File: config.mk
export PLATFORM = sky130hd
export DESIGN_NAME = polyline_vertex_bounds_length_top_flat
export DESIGN_NICKNAME = d
export VERILOG_FILES = /design/src/rtl/core/pvbl_pkg.sv /design/src/rtl/core/pvbl_if.sv /design/src/rtl/core/pvbl_sqrt.sv /design/src/rtl/core/pvbl_box.sv /design/src/rtl/core/polyline_vertex_bounds_length_top.sv /design/src/flat_wrapper.sv
export SDC_FILE = /design/constraint.sdc
export NUM_CORES = 2
export LEC_CHECK = 0
export ABC_CLOCK_PERIOD_IN_PS = 32100
export BUFFER_PORTS_ARGS = -buffer_cell sky130_fd_sc_hd__buf_4
export CORE_ASPECT_RATIO = 1.2
export CORE_MARGIN = 2
export CORE_UTILIZATION = 30
export DETAILED_ROUTE_END_ITERATION = 12
export PLACE_DENSITY = 0.51
export SYNTH_ARGS = -nofsm -noshare
export SYNTH_HDL_FRONTEND = slang
export SYNTH_SLANG_ARGS = --single-unit
export TNS_END_PERCENT = 30
File: constraint.sdc
create_clock -name clk -period 32.1 [get_ports clk]
set_clock_uncertainty 0.15 [all_clocks]
set_input_delay 3.21 -clock clk [delete_from_list [all_inputs] [get_ports clk]]
set_output_delay 3.21 -clock clk [all_outputs]
set_load 0.005 [all_outputs]
File: src/rtl/core/pvbl_pkg.sv
// Shared types, codes and default sizes of the polyline bounds and length block.
`timescale 1ns / 1ps
`default_nettype none

package pvbl_pkg;

    localparam int COORD_WIDTH_DEF  = 32;
    localparam int LENGTH_WIDTH_DEF = 48;
    localparam int THR_WIDTH        = 31;
    localparam int STATUS_WIDTH     = 3;
    localparam int REQ_WIDTH        = 2;

    localparam logic [THR_WIDTH-1:0] THR_RESET = THR_WIDTH'(1);

    typedef enum logic [REQ_WIDTH-1:0] {
        REQ_START = 2'd0,
        REQ_ADD   = 2'd1,
        REQ_CLEAR = 2'd2
    } req_code_t;

    typedef enum logic [STATUS_WIDTH-1:0] {
        ST_APPENDED   = 3'd0,
        ST_DUPLICATE  = 3'd1,
        ST_NO_POLYGON = 3'd2,
        ST_STARTED    = 3'd3,
        ST_CLEARED    = 3'd4
    } status_t;

    typedef enum logic [3:0] {
        S_IDLE,
        S_DIFF,
        S_CHECK,
        S_SQX,
        S_SQY,
        S_LAUNCH,
        S_ROOT,
        S_ACC,
        S_DONE
    } state_t;

    typedef struct packed {
        logic clear;
        logic load;
    } box_ctrl_t;

endpackage

`default_nettype wire

File: src/rtl/core/pvbl_if.sv
// Channel interfaces: request stream, result stream and threshold write port.
`timescale 1ns / 1ps
`default_nettype none

interface pvbl_req_if #(
    parameter int COORD_WIDTH = pvbl_pkg::COORD_WIDTH_DEF
);
    logic                                 valid;
    logic                                 ready;
    logic [pvbl_pkg::REQ_WIDTH-1:0]       req_type;
    logic signed [COORD_WIDTH-1:0]        coord_x;
    logic signed [COORD_WIDTH-1:0]        coord_y;

    modport source (output valid, req_type, coord_x, coord_y, input ready);
    modport sink (input valid, req_type, coord_x, coord_y, output ready);
endinterface

interface pvbl_rsp_if #(
    parameter int COORD_WIDTH  = pvbl_pkg::COORD_WIDTH_DEF,
    parameter int LENGTH_WIDTH = pvbl_pkg::LENGTH_WIDTH_DEF
);
    logic                                 valid;
    logic                                 ready;
    logic [pvbl_pkg::STATUS_WIDTH-1:0]    status;
    logic                                 bounds_valid;
    logic signed [COORD_WIDTH-1:0]        box_left;
    logic signed [COORD_WIDTH-1:0]        box_bottom;
    logic signed [COORD_WIDTH-1:0]        box_right;
    logic signed [COORD_WIDTH-1:0]        box_top;
    logic [LENGTH_WIDTH-1:0]              total_length;
    logic                                 length_saturated;

    modport source (
        output valid, status, bounds_valid, box_left, box_bottom, box_right, box_top,
               total_length, length_saturated,
        input  ready
    );
    modport sink (
        input  valid, status, bounds_valid, box_left, box_bottom, box_right, box_top,
               total_length, length_saturated,
        output ready
    );
endinterface

interface pvbl_cfg_if;
    logic                                 valid;
    logic                                 ready;
    logic [pvbl_pkg::THR_WIDTH-1:0]       dup_threshold;

    modport source (output valid, dup_threshold, input ready);
    modport sink (input valid, dup_threshold, output ready);
endinterface

`default_nettype wire

File: src/rtl/core/pvbl_sqrt.sv
// Iterative bit-pair restoring square root, one root bit per cycle.
`timescale 1ns / 1ps
`default_nettype none

module pvbl_sqrt #(
    parameter int ROOT_WIDTH = pvbl_pkg::COORD_WIDTH_DEF + 1
) (
    input  wire logic                      clk,
    input  wire logic                      rst_n,
    input  wire logic                      start,
    input  wire logic [2*ROOT_WIDTH-1:0]   radicand,
    output logic                           busy,
    output logic                           done,
    output logic [ROOT_WIDTH-1:0]          root
);

    localparam int RAD_WIDTH = 2 * ROOT_WIDTH;
    localparam int CNT_WIDTH = $clog2(ROOT_WIDTH + 1);
    localparam int CAND_WIDTH = ROOT_WIDTH + 3;

    logic                  busy_reg;
    logic                  busy_next;
    logic                  done_reg;
    logic                  done_next;
    logic [CNT_WIDTH-1:0]  cnt_reg;
    logic [CNT_WIDTH-1:0]  cnt_next;
    logic [RAD_WIDTH-1:0]  rad_reg;
    logic [ROOT_WIDTH:0]   rem_reg;
    logic [ROOT_WIDTH-1:0] root_reg;

    logic [CAND_WIDTH-1:0] cand;
    logic [CAND_WIDTH-1:0] trial;
    logic [CAND_WIDTH-1:0] diff;
    logic                  take;

    // The remainder never exceeds twice the partial root, so it fits one bit above the root.
    assign cand  = {rem_reg, rad_reg[RAD_WIDTH-1 -: 2]};
    assign trial = CAND_WIDTH'({root_reg, 2'b01});
    assign take  = cand >= trial;
    assign diff  = cand - trial;

    always_comb
    begin
        busy_next = busy_reg;
        done_next = 1'b0;
        cnt_next  = cnt_reg;
        if (start)
        begin
            busy_next = 1'b1;
            cnt_next  = CNT_WIDTH'(ROOT_WIDTH);
        end
        else if (busy_reg)
        begin
            cnt_next = cnt_reg - CNT_WIDTH'(1);
            if (cnt_reg == CNT_WIDTH'(1))
            begin
                busy_next = 1'b0;
                done_next = 1'b1;
            end
        end
    end

    always_ff @(posedge clk or negedge rst_n)
    begin
        if (!rst_n)
        begin
            busy_reg <= 1'b0;
            done_reg <= 1'b0;
            cnt_reg  <= '0;
        end
        else
        begin
            busy_reg <= busy_next;
            done_reg <= done_next;
            cnt_reg  <= cnt_next;
        end
    end

    always_ff @(posedge clk)
    begin
        if (start)
        begin
            rad_reg  <= radicand;
            rem_reg  <= '0;
            root_reg <= '0;
        end
        else if (busy_reg)
        begin
            rad_reg  <= {rad_reg[RAD_WIDTH-3:0], 2'b00};
            rem_reg  <= take ? diff[ROOT_WIDTH:0] : cand[ROOT_WIDTH:0];
            root_reg <= {root_reg[ROOT_WIDTH-2:0], take};
        end
    end

    assign busy = busy_reg;
    assign done = done_reg;
    assign root = root_reg;

`ifndef NO_ASSERTIONS
    a_done_not_busy: assert property (@(posedge clk) disable iff (!rst_n)
        done_reg |-> !busy_reg)
        else $error("square root done while still iterating");
    a_start_busy: assert property (@(posedge clk) disable iff (!rst_n)
        start |=> busy_reg)
        else $error("square root did not start");
    a_done_after_busy: assert property (@(posedge clk) disable iff (!rst_n)
        done_reg |-> $past(busy_reg))
        else $error("square root done without iterations");
`endif

endmodule

`default_nettype wire

File: src/rtl/core/pvbl_box.sv
// Bounding box register bank of the accepted vertices.
`timescale 1ns / 1ps
`default_nettype none

module pvbl_box #(
    parameter int COORD_WIDTH = pvbl_pkg::COORD_WIDTH_DEF
) (
    input  wire logic                          clk,
    input  wire logic                          rst_n,
    input  wire pvbl_pkg::box_ctrl_t           ctrl,
    input  wire logic signed [COORD_WIDTH-1:0] x,
    input  wire logic signed [COORD_WIDTH-1:0] y,
    output logic                               held,
    output logic signed [COORD_WIDTH-1:0]      left,
    output logic signed [COORD_WIDTH-1:0]      bottom,
    output logic signed [COORD_WIDTH-1:0]      right,
    output logic signed [COORD_WIDTH-1:0]      top
);

    logic                          held_reg;
    logic                          held_next;
    logic signed [COORD_WIDTH-1:0] left_reg;
    logic signed [COORD_WIDTH-1:0] bottom_reg;
    logic signed [COORD_WIDTH-1:0] right_reg;
    logic signed [COORD_WIDTH-1:0] top_reg;

    always_comb
    begin
        held_next = held_reg;
        if (ctrl.clear)
            held_next = 1'b0;
        else if (ctrl.load)
            held_next = 1'b1;
    end

    always_ff @(posedge clk or negedge rst_n)
    begin
        if (!rst_n)
            held_reg <= 1'b0;
        else
            held_reg <= held_next;
    end

    // A vertex loaded while no box is held (after reset or a clear) seeds the left, bottom, right and top edges.
    always_ff @(posedge clk)
    begin
        if (ctrl.load)
        begin
            if (!held_reg || x < left_reg)
                left_reg <= x;
            if (!held_reg || y < bottom_reg)
                bottom_reg <= y;
            if (!held_reg || x > right_reg)
                right_reg <= x;
            if (!held_reg || y > top_reg)
                top_reg <= y;
        end
    end

    assign held   = held_reg;
    assign left   = held_reg ? left_reg : '0;
    assign bottom = held_reg ? bottom_reg : '0;
    assign right  = held_reg ? right_reg : '0;
    assign top    = held_reg ? top_reg : '0;

`ifndef NO_ASSERTIONS
    a_ordered_x: assert property (@(posedge clk) disable iff (!rst_n)
        held_reg |-> left_reg <= right_reg)
        else $error("box left edge beyond right edge");
    a_ordered_y: assert property (@(posedge clk) disable iff (!rst_n)
        held_reg |-> bottom_reg <= top_reg)
        else $error("box bottom edge above top edge");
    a_load_holds: assert property (@(posedge clk) disable iff (!rst_n)
        ctrl.load && !ctrl.clear |=> held_reg)
        else $error("box not held after a vertex load");
`endif

endmodule

`default_nettype wire

File: src/rtl/core/polyline_vertex_bounds_length_top.sv
// Top level: request sequencer, segment length datapath and result register.
`timescale 1ns / 1ps
`default_nettype none

// Polyline bounds and length collector. Every request gives one result transaction.
// An accepted request holds the sequencer until its DONE state, where the result
// register loads. Start, clear and reserved requests, and an add that finds no open
// polygon, go straight to DONE; the first vertex of a polygon passes through ACC. A
// vertex that follows another in its polygon takes the difference and threshold
// check (DIFF, CHECK) and goes to DONE when it is dropped as a near-duplicate; else
// one multiplier squares dx and then dy, a launch state starts the square root unit,
// which works out the COORD_WIDTH + 1 root bits one by one and then flags completion,
// and then the length is accumulated. A result that finds the previous one still
// waiting for the receiver holds the sequencer in DONE. One request is in work at a
// time; the next one is taken while the previous result still waits in the output
// register. The threshold port is always ready and should only be written while no
// request is in work.
module polyline_vertex_bounds_length_top #(
    parameter int COORD_WIDTH  = pvbl_pkg::COORD_WIDTH_DEF,
    parameter int LENGTH_WIDTH = pvbl_pkg::LENGTH_WIDTH_DEF
) (
    input  wire logic   clk,
    input  wire logic   rst_n,
    pvbl_cfg_if.sink    cfg,
    pvbl_req_if.sink    req,
    pvbl_rsp_if.source  rsp
);

    localparam int MAG_WIDTH = COORD_WIDTH + 1;
    localparam int SQ_WIDTH  = 2 * MAG_WIDTH;
    localparam int CMP_WIDTH = (MAG_WIDTH > pvbl_pkg::THR_WIDTH) ? MAG_WIDTH
                                                                 : pvbl_pkg::THR_WIDTH;
    localparam logic [LENGTH_WIDTH-1:0] LENGTH_MAX = '1;

    pvbl_pkg::state_t                   state_reg;
    pvbl_pkg::state_t                   state_next;
    logic                               polygon_open_reg;
    logic                               polygon_open_next;
    logic                               prev_valid_reg;
    logic                               prev_valid_next;
    logic [LENGTH_WIDTH-1:0]            length_reg;
    logic [LENGTH_WIDTH-1:0]            length_next;
    logic                               sat_reg;
    logic                               sat_next;
    logic [pvbl_pkg::THR_WIDTH-1:0]     thr_reg;
    logic [pvbl_pkg::THR_WIDTH-1:0]     thr_next;
    logic                               rsp_valid_reg;
    logic                               rsp_valid_next;
    pvbl_pkg::status_t                  status_reg;
    pvbl_pkg::status_t                  status_next;

    logic signed [COORD_WIDTH-1:0]      x_reg;
    logic signed [COORD_WIDTH-1:0]      y_reg;
    logic signed [COORD_WIDTH-1:0]      prev_x_reg;
    logic signed [COORD_WIDTH-1:0]      prev_y_reg;
    logic signed [MAG_WIDTH-1:0]        dx_reg;
    logic signed [MAG_WIDTH-1:0]        dy_reg;
    logic [MAG_WIDTH-1:0]               ax_reg;
    logic [MAG_WIDTH-1:0]               ay_reg;
    logic [SQ_WIDTH-1:0]                sqx_reg;
    logic [SQ_WIDTH-1:0]                rad_reg;

    logic [pvbl_pkg::STATUS_WIDTH-1:0]  out_status_reg;
    logic                               out_held_reg;
    logic signed [COORD_WIDTH-1:0]      out_left_reg;
    logic signed [COORD_WIDTH-1:0]      out_bottom_reg;
    logic signed [COORD_WIDTH-1:0]      out_right_reg;
    logic signed [COORD_WIDTH-1:0]      out_top_reg;
    logic [LENGTH_WIDTH-1:0]            out_length_reg;
    logic                               out_sat_reg;

    logic                               capture;
    logic                               out_load;
    logic                               prev_load;
    pvbl_pkg::box_ctrl_t                box_ctrl;
    logic                               box_held;
    logic signed [COORD_WIDTH-1:0]      box_left;
    logic signed [COORD_WIDTH-1:0]      box_bottom;
    logic signed [COORD_WIDTH-1:0]      box_right;
    logic signed [COORD_WIDTH-1:0]      box_top;

    logic [MAG_WIDTH-1:0]               ax_now;
    logic [MAG_WIDTH-1:0]               ay_now;
    logic                               is_dup;
    logic [MAG_WIDTH-1:0]               mul_a;
    logic [SQ_WIDTH-1:0]                prod;
    logic [LENGTH_WIDTH:0]              len_sum;

    logic                               sq_start;
    logic                               sq_busy;
    logic                               sq_done;
    logic [MAG_WIDTH-1:0]               sq_root;

    assign ax_now = dx_reg[MAG_WIDTH-1] ? MAG_WIDTH'(-dx_reg) : MAG_WIDTH'(dx_reg);
    assign ay_now = dy_reg[MAG_WIDTH-1] ? MAG_WIDTH'(-dy_reg) : MAG_WIDTH'(dy_reg);
    assign is_dup = (CMP_WIDTH'(ax_now) < CMP_WIDTH'(thr_reg))
                 && (CMP_WIDTH'(ay_now) < CMP_WIDTH'(thr_reg));

    // One multiplier squares dx in state SQX and dy in state SQY.
    assign mul_a   = (state_reg == pvbl_pkg::S_SQY) ? ay_reg : ax_reg;
    assign prod    = SQ_WIDTH'(mul_a) * SQ_WIDTH'(mul_a);
    assign len_sum = {1'b0, length_reg} + (LENGTH_WIDTH + 1)'(sq_root);

    always_comb
    begin
        state_next        = state_reg;
        polygon_open_next = polygon_open_reg;
        prev_valid_next   = prev_valid_reg;
        length_next       = length_reg;
        sat_next          = sat_reg;
        thr_next          = thr_reg;
        status_next       = status_reg;
        rsp_valid_next    = rsp_valid_reg && !rsp.ready;
        capture           = 1'b0;
        out_load          = 1'b0;
        prev_load         = 1'b0;
        box_ctrl          = '0;
        sq_start          = 1'b0;

        if (cfg.valid)
            thr_next = cfg.dup_threshold;

        unique case (state_reg)
            pvbl_pkg::S_IDLE:
            begin
                if (req.valid)
                begin
                    capture = 1'b1;
                    unique case (req.req_type)
                        pvbl_pkg::REQ_START:
                        begin
                            polygon_open_next = 1'b1;
                            prev_valid_next   = 1'b0;
                            status_next       = pvbl_pkg::ST_STARTED;
                            state_next        = pvbl_pkg::S_DONE;
                        end
                        pvbl_pkg::REQ_ADD:
                        begin
                            if (!polygon_open_reg)
                            begin
                                status_next = pvbl_pkg::ST_NO_POLYGON;
                                state_next  = pvbl_pkg::S_DONE;
                            end
                            else if (prev_valid_reg)
                                state_next = pvbl_pkg::S_DIFF;
                            else
                                state_next = pvbl_pkg::S_ACC;
                        end
                        pvbl_pkg::REQ_CLEAR:
                        begin
                            polygon_open_next = 1'b0;
                            prev_valid_next   = 1'b0;
                            box_ctrl.clear    = 1'b1;
                            length_next       = '0;
                            sat_next          = 1'b0;
                            status_next       = pvbl_pkg::ST_CLEARED;
                            state_next        = pvbl_pkg::S_DONE;
                        end
                        default:
                        begin
                            status_next = pvbl_pkg::ST_DUPLICATE;
                            state_next  = pvbl_pkg::S_DONE;
                        end
                    endcase
                end
            end
            pvbl_pkg::S_DIFF:
                state_next = pvbl_pkg::S_CHECK;
            pvbl_pkg::S_CHECK:
            begin
                if (is_dup)
                begin
                    status_next = pvbl_pkg::ST_DUPLICATE;
                    state_next  = pvbl_pkg::S_DONE;
                end
                else
                    state_next = pvbl_pkg::S_SQX;
            end
            pvbl_pkg::S_SQX:
                state_next = pvbl_pkg::S_SQY;
            pvbl_pkg::S_SQY:
                state_next = pvbl_pkg::S_LAUNCH;
            pvbl_pkg::S_LAUNCH:
            begin
                sq_start   = 1'b1;
                state_next = pvbl_pkg::S_ROOT;
            end
            pvbl_pkg::S_ROOT:
            begin
                if (sq_done)
                    state_next = pvbl_pkg::S_ACC;
            end
            pvbl_pkg::S_ACC:
            begin
                // Only a vertex with a predecessor in its polygon closes a segment.
                if (prev_valid_reg)
                begin
                    if (len_sum[LENGTH_WIDTH])
                    begin
                        length_next = LENGTH_MAX;
                        sat_next    = 1'b1;
                    end
                    else
                        length_next = len_sum[LENGTH_WIDTH-1:0];
                end
                box_ctrl.load   = 1'b1;
                prev_load       = 1'b1;
                prev_valid_next = 1'b1;
                status_next     = pvbl_pkg::ST_APPENDED;
                state_next      = pvbl_pkg::S_DONE;
            end
            pvbl_pkg::S_DONE:
            begin
                if (!rsp_valid_reg || rsp.ready)
                begin
                    out_load       = 1'b1;
                    rsp_valid_next = 1'b1;
                    state_next     = pvbl_pkg::S_IDLE;
                end
            end
            default:
                state_next = pvbl_pkg::S_IDLE;
        endcase
    end

    always_ff @(posedge clk or negedge rst_n)
    begin
        if (!rst_n)
        begin
            state_reg        <= pvbl_pkg::S_IDLE;
            polygon_open_reg <= 1'b0;
            prev_valid_reg   <= 1'b0;
            length_reg       <= '0;
            sat_reg          <= 1'b0;
            thr_reg          <= pvbl_pkg::THR_RESET;
            rsp_valid_reg    <= 1'b0;
            status_reg       <= pvbl_pkg::ST_APPENDED;
        end
        else
        begin
            state_reg        <= state_next;
            polygon_open_reg <= polygon_open_next;
            prev_valid_reg   <= prev_valid_next;
            length_reg       <= length_next;
            sat_reg          <= sat_next;
            thr_reg          <= thr_next;
            rsp_valid_reg    <= rsp_valid_next;
            status_reg       <= status_next;
        end
    end

    always_ff @(posedge clk)
    begin
        if (capture)
        begin
            x_reg <= req.coord_x;
            y_reg <= req.coord_y;
        end
        if (prev_load)
        begin
            prev_x_reg <= x_reg;
            prev_y_reg <= y_reg;
        end
        if (state_reg == pvbl_pkg::S_DIFF)
        begin
            dx_reg <= MAG_WIDTH'(x_reg) - MAG_WIDTH'(prev_x_reg);
            dy_reg <= MAG_WIDTH'(y_reg) - MAG_WIDTH'(prev_y_reg);
        end
        if (state_reg == pvbl_pkg::S_CHECK)
        begin
            ax_reg <= ax_now;
            ay_reg <= ay_now;
        end
        if (state_reg == pvbl_pkg::S_SQX)
            sqx_reg <= prod;
        if (state_reg == pvbl_pkg::S_SQY)
            rad_reg <= sqx_reg + prod;
        if (out_load)
        begin
            out_status_reg <= status_reg;
            out_held_reg   <= box_held;
            out_left_reg   <= box_left;
            out_bottom_reg <= box_bottom;
            out_right_reg  <= box_right;
            out_top_reg    <= box_top;
            out_length_reg <= length_reg;
            out_sat_reg    <= sat_reg;
        end
    end

    pvbl_box #(
        .COORD_WIDTH (COORD_WIDTH)
    ) u_box (
        .clk    (clk),
        .rst_n  (rst_n),
        .ctrl   (box_ctrl),
        .x      (x_reg),
        .y      (y_reg),
        .held   (box_held),
        .left   (box_left),
        .bottom (box_bottom),
        .right  (box_right),
        .top    (box_top)
    );

    pvbl_sqrt #(
        .ROOT_WIDTH (MAG_WIDTH)
    ) u_sqrt (
        .clk      (clk),
        .rst_n    (rst_n),
        .start    (sq_start),
        .radicand (rad_reg),
        .busy     (sq_busy),
        .done     (sq_done),
        .root     (sq_root)
    );

    assign cfg.ready = 1'b1;
    assign req.ready = (state_reg == pvbl_pkg::S_IDLE);

    assign rsp.valid            = rsp_valid_reg;
    assign rsp.status           = out_status_reg;
    assign rsp.bounds_valid     = out_held_reg;
    assign rsp.box_left         = out_left_reg;
    assign rsp.box_bottom       = out_bottom_reg;
    assign rsp.box_right        = out_right_reg;
    assign rsp.box_top          = out_top_reg;
    assign rsp.total_length     = out_length_reg;
    assign rsp.length_saturated = out_sat_reg;

`ifndef NO_ASSERTIONS
    a_accept_leaves_idle: assert property (@(posedge clk) disable iff (!rst_n)
        req.valid && req.ready |=> state_reg != pvbl_pkg::S_IDLE)
        else $error("accepted request left the sequencer idle");
    a_sat_at_max: assert property (@(posedge clk) disable iff (!rst_n)
        sat_reg |-> length_reg == LENGTH_MAX)
        else $error("saturation flag set below the maximum length");
    a_prev_needs_polygon: assert property (@(posedge clk) disable iff (!rst_n)
        prev_valid_reg |-> polygon_open_reg)
        else $error("previous vertex held without an open polygon");
    a_root_only_when_waiting: assert property (@(posedge clk) disable iff (!rst_n)
        sq_busy |-> state_reg == pvbl_pkg::S_ROOT)
        else $error("square root running outside its wait state");
`endif

endmodule

`default_nettype wire

File: src/flat_wrapper.sv
// flat-port wrapper written by rule: the top's interface ports become plain ports
module polyline_vertex_bounds_length_top_flat 
#(
    parameter int COORD_WIDTH  = pvbl_pkg::COORD_WIDTH_DEF,
    parameter int LENGTH_WIDTH = pvbl_pkg::LENGTH_WIDTH_DEF
)
  (clk, rst_n, cfg_valid, cfg_dup_threshold, cfg_ready, req_valid, req_req_type, req_coord_x, req_coord_y, req_ready, rsp_valid, rsp_status, rsp_bounds_valid, rsp_box_left, rsp_box_bottom, rsp_box_right, rsp_box_top, rsp_total_length, rsp_length_saturated, rsp_ready);
  pvbl_cfg_if cfg_i ();
  pvbl_req_if #(.COORD_WIDTH(COORD_WIDTH)) req_i ();
  pvbl_rsp_if #(.COORD_WIDTH(COORD_WIDTH), .LENGTH_WIDTH(LENGTH_WIDTH)) rsp_i ();
  input  wire logic clk;
  input  wire logic rst_n;
  input wire logic [$bits(cfg_i.valid)-1:0] cfg_valid;
  input wire logic [$bits(cfg_i.dup_threshold)-1:0] cfg_dup_threshold;
  output wire logic [$bits(cfg_i.ready)-1:0] cfg_ready;
  input wire logic [$bits(req_i.valid)-1:0] req_valid;
  input wire logic [$bits(req_i.req_type)-1:0] req_req_type;
  input wire logic [$bits(req_i.coord_x)-1:0] req_coord_x;
  input wire logic [$bits(req_i.coord_y)-1:0] req_coord_y;
  output wire logic [$bits(req_i.ready)-1:0] req_ready;
  output wire logic [$bits(rsp_i.valid)-1:0] rsp_valid;
  output wire logic [$bits(rsp_i.status)-1:0] rsp_status;
  output wire logic [$bits(rsp_i.bounds_valid)-1:0] rsp_bounds_valid;
  output wire logic [$bits(rsp_i.box_left)-1:0] rsp_box_left;
  output wire logic [$bits(rsp_i.box_bottom)-1:0] rsp_box_bottom;
  output wire logic [$bits(rsp_i.box_right)-1:0] rsp_box_right;
  output wire logic [$bits(rsp_i.box_top)-1:0] rsp_box_top;
  output wire logic [$bits(rsp_i.total_length)-1:0] rsp_total_length;
  output wire logic [$bits(rsp_i.length_saturated)-1:0] rsp_length_saturated;
  input wire logic [$bits(rsp_i.ready)-1:0] rsp_ready;
  assign cfg_i.valid = cfg_valid;
  assign cfg_i.dup_threshold = cfg_dup_threshold;
  assign cfg_ready = cfg_i.ready;
  assign req_i.valid = req_valid;
  assign req_i.req_type = req_req_type;
  assign req_i.coord_x = req_coord_x;
  assign req_i.coord_y = req_coord_y;
  assign req_ready = req_i.ready;
  assign rsp_valid = rsp_i.valid;
  assign rsp_status = rsp_i.status;
  assign rsp_bounds_valid = rsp_i.bounds_valid;
  assign rsp_box_left = rsp_i.box_left;
  assign rsp_box_bottom = rsp_i.box_bottom;
  assign rsp_box_right = rsp_i.box_right;
  assign rsp_box_top = rsp_i.box_top;
  assign rsp_total_length = rsp_i.total_length;
  assign rsp_length_saturated = rsp_i.length_saturated;
  assign rsp_i.ready = rsp_ready;
  polyline_vertex_bounds_length_top #(.COORD_WIDTH(COORD_WIDTH), .LENGTH_WIDTH(LENGTH_WIDTH)) u_core (.clk(clk), .rst_n(rst_n), .cfg(cfg_i), .req(req_i), .rsp(rsp_i));
endmodule
# --- Word level (Yosys, flattened, before mapping) ---
# Cells that the tools add are included.
word_totals:
  reg_bits: 933
  in_bits: 102
  output_inout_bits: 184
  word_cells: 155
op_classes:
  add_sub_neg: 8
  multipliers: 1
  order_cmp: 7
  n_eq_ne: 20
  muxes: 54
  n_reduce_logical: 28
ops:
  columns: ["operator", "count"]
  rows:
  - ["48-bit two-way mux", 4]
  - ["66-bit two-way mux", 2]
  - ["33-bit two-way mux", 3]
  - ["48-bit case mux with 2 select lines", 1]
  - ["66-bit adder", 1]
  - ["33-bit by 31-bit less-than comparator with 1-bit output", 2]
  - ["33-bit by 33-bit multiplier with 66-bit output", 1]
  - ["33-bit negator", 2]
  - ["32-bit by 32-bit subtractor with 33-bit output", 2]
  - ["32-bit > comparator", 2]
  - ["32-bit less-than comparator", 2]
  - ["48-bit by 33-bit adder with 49-bit output", 1]
  - ["36-bit by 35-bit >= comparator with 1-bit output", 1]
  - ["4-bit case mux with 9 select lines", 1]
  - ["34-bit two-way mux", 1]
  - ["34-bit subtractor", 1]
  - ["1-bit two-way mux", 25]
  - ["4-bit two-way mux", 6]
  - ["3-bit case mux with 3 select lines", 2]
  - ["4-bit by 3-bit equality test with 1-bit output, second input constant", 4]
  - ["3-bit two-way mux", 4]
  - ["6-bit two-way mux", 2]
  - ["2-bit by 1-bit inequality test with 1-bit output, second input constant", 5]
  - ["3-bit AND reduction", 3]
  - ["other kinds (21)", 40]

# --- Depth between registers and ports, before layout ---
logic_depth:
  ltp_word: 6
  mapped_depth: 48
  mapped_depth_nobuf: 44

# --- Cells and area by module ---
# From an unflattened synthesis, not the netlist that was laid out.
unflattened:
  hier_cells: 7338
  area_unflattened_um2: 77433.0
by_module_without_submodules:
  columns: ["module", "n_inst", "cells_each", "area_per_inst_um2"]
  rows:
  - ["polyline_vertex_bounds_length_top", 1, 5857, 62038.2]
  - ["pvbl_sqrt", 1, 751, 7733.7]
  - ["pvbl_box", 1, 730, 7661.1]

# --- Worst setup path after synthesis ---
# OpenSTA, ideal clock, no wires.
synth_timing:
  kind: "register to register"
  start: "reg u_core.state_reg[3]"
  end: "reg u_core.rad_reg[62], data pin"
  setup_ps: 258
  arrival_ps: 13254
  slack_ps: 18439
  path_stages_with_launch: 42
  n_path_buf: 5
  synth_period_minus_slack_ps: 13661
  path_cell_list: "dfrtp_1 > clkbuf_1 > nand2b_1 > nor3_1 > clkbuf_1 > clkbuf_1 > mux2i_1 > clkbuf_1 > nor2_1 > fa_1 > inv_1 > fa_1 > inv_1 > fa_1 > inv_1 > fa_1 > inv_1 > fa_1 > (+6 left out) > nand3_1 > a2111oi_0 > o21ai_0 > a31oi_1 > a31o_2 > a41o_1 > o21ai_0 > o41ai_1 > ha_1 > clkbuf_1 > a21oi_1 > o21ai_0 > or4b_2 > o2111ai_1 > o211ai_1 > a211o_1 > a21oi_1 > xnor2_1"
synth_via:
  elab_chain_len: 4
synth_rtl:
  columns: ["item", "line", "rtl"]
  rows:
  - ["from (decl)", "polyline_vertex_bounds_length_top.sv:35", "pvbl_pkg::state_t state_reg;"]
  - ["from (signal assigned)", "polyline_vertex_bounds_length_top.sv:230", "state_reg <= pvbl_pkg::S_IDLE;"]
  - ["from (signal assigned)", "polyline_vertex_bounds_length_top.sv:241", "state_reg <= state_next;"]
  - ["4-bit by 3-bit equality test with 1-bit output", "polyline_vertex_bounds_length_top.sv:100", "assign mul_a = (state_reg == pvbl_pkg::S_SQY) ? ay_reg : ax_reg;"]
  - ["33-bit two-way mux", "polyline_vertex_bounds_length_top.sv:100", null]
  - ["33-bit by 33-bit multiplier with 66-bit output", "polyline_vertex_bounds_length_top.sv:101", "assign prod = SQ_WIDTH'(mul_a) * SQ_WIDTH'(mul_a);"]
  - ["net u_core.prod[46]", "polyline_vertex_bounds_length_top.sv:86", "logic [SQ_WIDTH-1:0] prod;"]
  - ["66-bit adder", "polyline_vertex_bounds_length_top.sv:277", "rad_reg <= sqx_reg + prod;"]
  - ["to (signal assigned)", "polyline_vertex_bounds_length_top.sv:277", null]
  - ["to (decl)", "polyline_vertex_bounds_length_top.sv:61", "logic [SQ_WIDTH-1:0] rad_reg;"]
# The timed path passes the listed nets, and every way through them passes these cells.
# A chain may end at the register's enable or synchronous reset.

# --- Worst setup path after layout ---
# Same ends and word-level chain as after synthesis.

==> results.cfg <==
[timing]
fin_crit_ns = 13.90
final.period_utilization_pct = 43.3
timing.setup.tns_ns = 0
tightest_slew_ns = 1.14
setup_viol = 0
slew_headroom_pct = 23.8
hold_viol = 0
fmax_mhz = 71.9
rsz0062_at_grt = no
drv_slew = 0

[hold_path]
hp-class = reg2reg
min_path_cells = 0

[finish]
fin_nets = 9344
final_area_um2 = 87200
areaGrowthSynthToFinish_pct = 12.7
drive_above_1_share_pct = 7.78
seq_area_um2 = 26800
nFillCells = 26000
multi_input_area_um2 = 44300

[cts]
cts_made_buffers = 104
clockBufferDepth = 3
clkTransAtPathRegs_ns = 0.06
ctsHoldBuffers = 0
ctsResizeCount = 0
cts_htree_levels = 3
cts_sinks = 932
cts_root_buf = clkbuf_16
clock_latency_ns = 0.75
cts_tree = yes
post_cts_buffers = 0

[die]
die_x_um = 468
io_pins = 286
dieArea_um2 = 262000
rows = 204
initial_utilization_pct = 30.1
core_um2 = 257000
die_y_um = 560

[drt]
drc = 0
avgRoutedWirePerCell_um = 19.0
ant_nets = 0
vias_per_cell = 4.75
dr.pass1.iters = 5
drt_iter0_drc = 3174
vias = 53400
routed_wl_mm = 213

[setup_path]
crit_path_end_kind = flop
r2r_end = u_core.rad_reg[62]
cp.arrival_ns = 14.17
critPathMaxFanout = 40
critPathSlowestCell = clkinv_1
r2r-start = u_core.state_reg[3]
cpPeakStageDelay_ns = 0.91
cpMostUsedCell = fa_1
worst_r2r_path_depth = 36
crit_type = reg2reg
rrSetupSlack_ns = 18.20
crit_end = u_core.rad_reg[62]
worstPathRequired_ns = 32.37
worstSetupStartpointType = flop
cp-startpoint = u_core.state_reg[3]

[outcome]
outcome = complete, no violations

[synthesis]
synth_nets = 9097
synthDominantCellAreaShare_pct = 29.7
ys_top_cells_by_count = inv_1 (1,475), fa_1 (862), edfxtp_1 (766)
yosysSeqAreaShare_pct = 34.7
avgSynthCellArea_um2 = 10.3
post-synth-top-area-cell = edfxtp_1
synthTopCellsByArea = edfxtp_1 (30%), fa_1 (22%), ha_1 (11%)
synth_edf_count = 766
syn_area_um2 = 77400
ys_warn_count = 0
synth_most_common_cell = inv_1
synth_cell_type_count = 84
ys_ff_latch = 932
async_flop_share_pct = 10.6
syn_inst = 7481
synth-main-ff-cell = edfxtp_1

[placed_design]
gp_congestion = 0.889
post_dp_cell_area_um2 = 83700
portBuffers = 284
dp_hpwl_mm = 166

[global_routing]
gr-usage-all-layers_pct = 16.2
grt-ovfl-total = 0
grt_pass1_wl_mm = 331
grt_max_degree = 74
grt_antenna_before_repair = 17
grt_pass1_vias = 56700

[run]
maxCapViolCount = 0
==> cells by family after synthesis <==
family | share of synthesized area (%)
other | 0.00485
multiplexers | 1.20
AO/OA/AOI/OAI | 9.44
adder cells (fa/ha/maj) | 32.8
flip-flops | 34.7
buffers and inverters | 8.25
XOR/XNOR | 3.43
AND/OR/NAND/NOR | 10.2
==> placed cells by master, fill, tap and decap left out, types with 217 or more instances in the layout <==
cell,instances
nor2_1,601
o21ai_0,277
ha_1,652
a21o_1,221
a21oi_1,295
inv_1,1473
xnor2_1,217
nand2_1,715
edfxtp_1,766
fa_1,862
buf_4,354
==> per-stage QoR <==
step	hold WS [ns]	worst slack (ns)	util (%)	std cells
after global placement	0.300	18.68	32.5	11000
after detailed placement	0.313	18.36	32.5	11000
after floorplan	0.276	18.44	-	7481
after CTS	0.326	18.24	33.9	11200
after global routing	0.337	17.49	33.9	11200
final	0.314	18.20	33.9	11200
==> worst max-delay path, delay by kind of cell, from the launching register on <==
family	cells	cell delay (ns)
muxes	1	0.62
and+or+nand+nor	5	1.83
AOI/OAI and AO/OA	13	3.69
adders and majority gates	10	4.75
DFF	1	0.49
buffers and inverters	6	1.77
xor gates and xnor gates	1	0.09
==> routing by layer <==
| layer | vias to the layer above | share of wire, % | track usage [%] |
|---|---|---|---|
| li1 | 24900 | - | - |
| met1 | 26700 | 42 | 20.3 |
| met2 | 1321 | 49 | 27.9 |
| met3 | 333 | 5.2 | 2.70 |
| met4 | 24 | 3.8 | 5.87 |
| met5 | - | 0.065 | 0 |
==> worst min-delay path by stage <==
stage	startpoint	endpoint	slack [ns]
finish	u_core.sat_reg	u_core.rsp.length_saturated	0.31
global route	u_core.sat_reg	u_core.rsp.length_saturated	0.34
CTS	u_core.rad_reg[38]	u_core.u_sqrt.rad_reg[38]	0.33
detailed placement	u_core.sat_reg	u_core.rsp.length_saturated	0.31
global placement	u_core.sat_reg	u_core.rsp.length_saturated	0.30
floorplan	u_core.sat_reg	u_core.rsp.length_saturated	0.28
==> area by class of cell <==
class	instances	share of cell area (%)
Inverter	1486	6.40
Tap cell	3399	4.88
Antenna cell	5	0.0143
Multi-Input combinational cell	4850	50.8
Clock buffer	128	3.18
Sequential cell	932	30.8
Clock inverter	68	0.871
Timing Repair Buffer	354	3.05
Power is left out: the tool's default activity adds up to more than one toggle a clock period on the data nets, which glitch-free logic cannot reach.
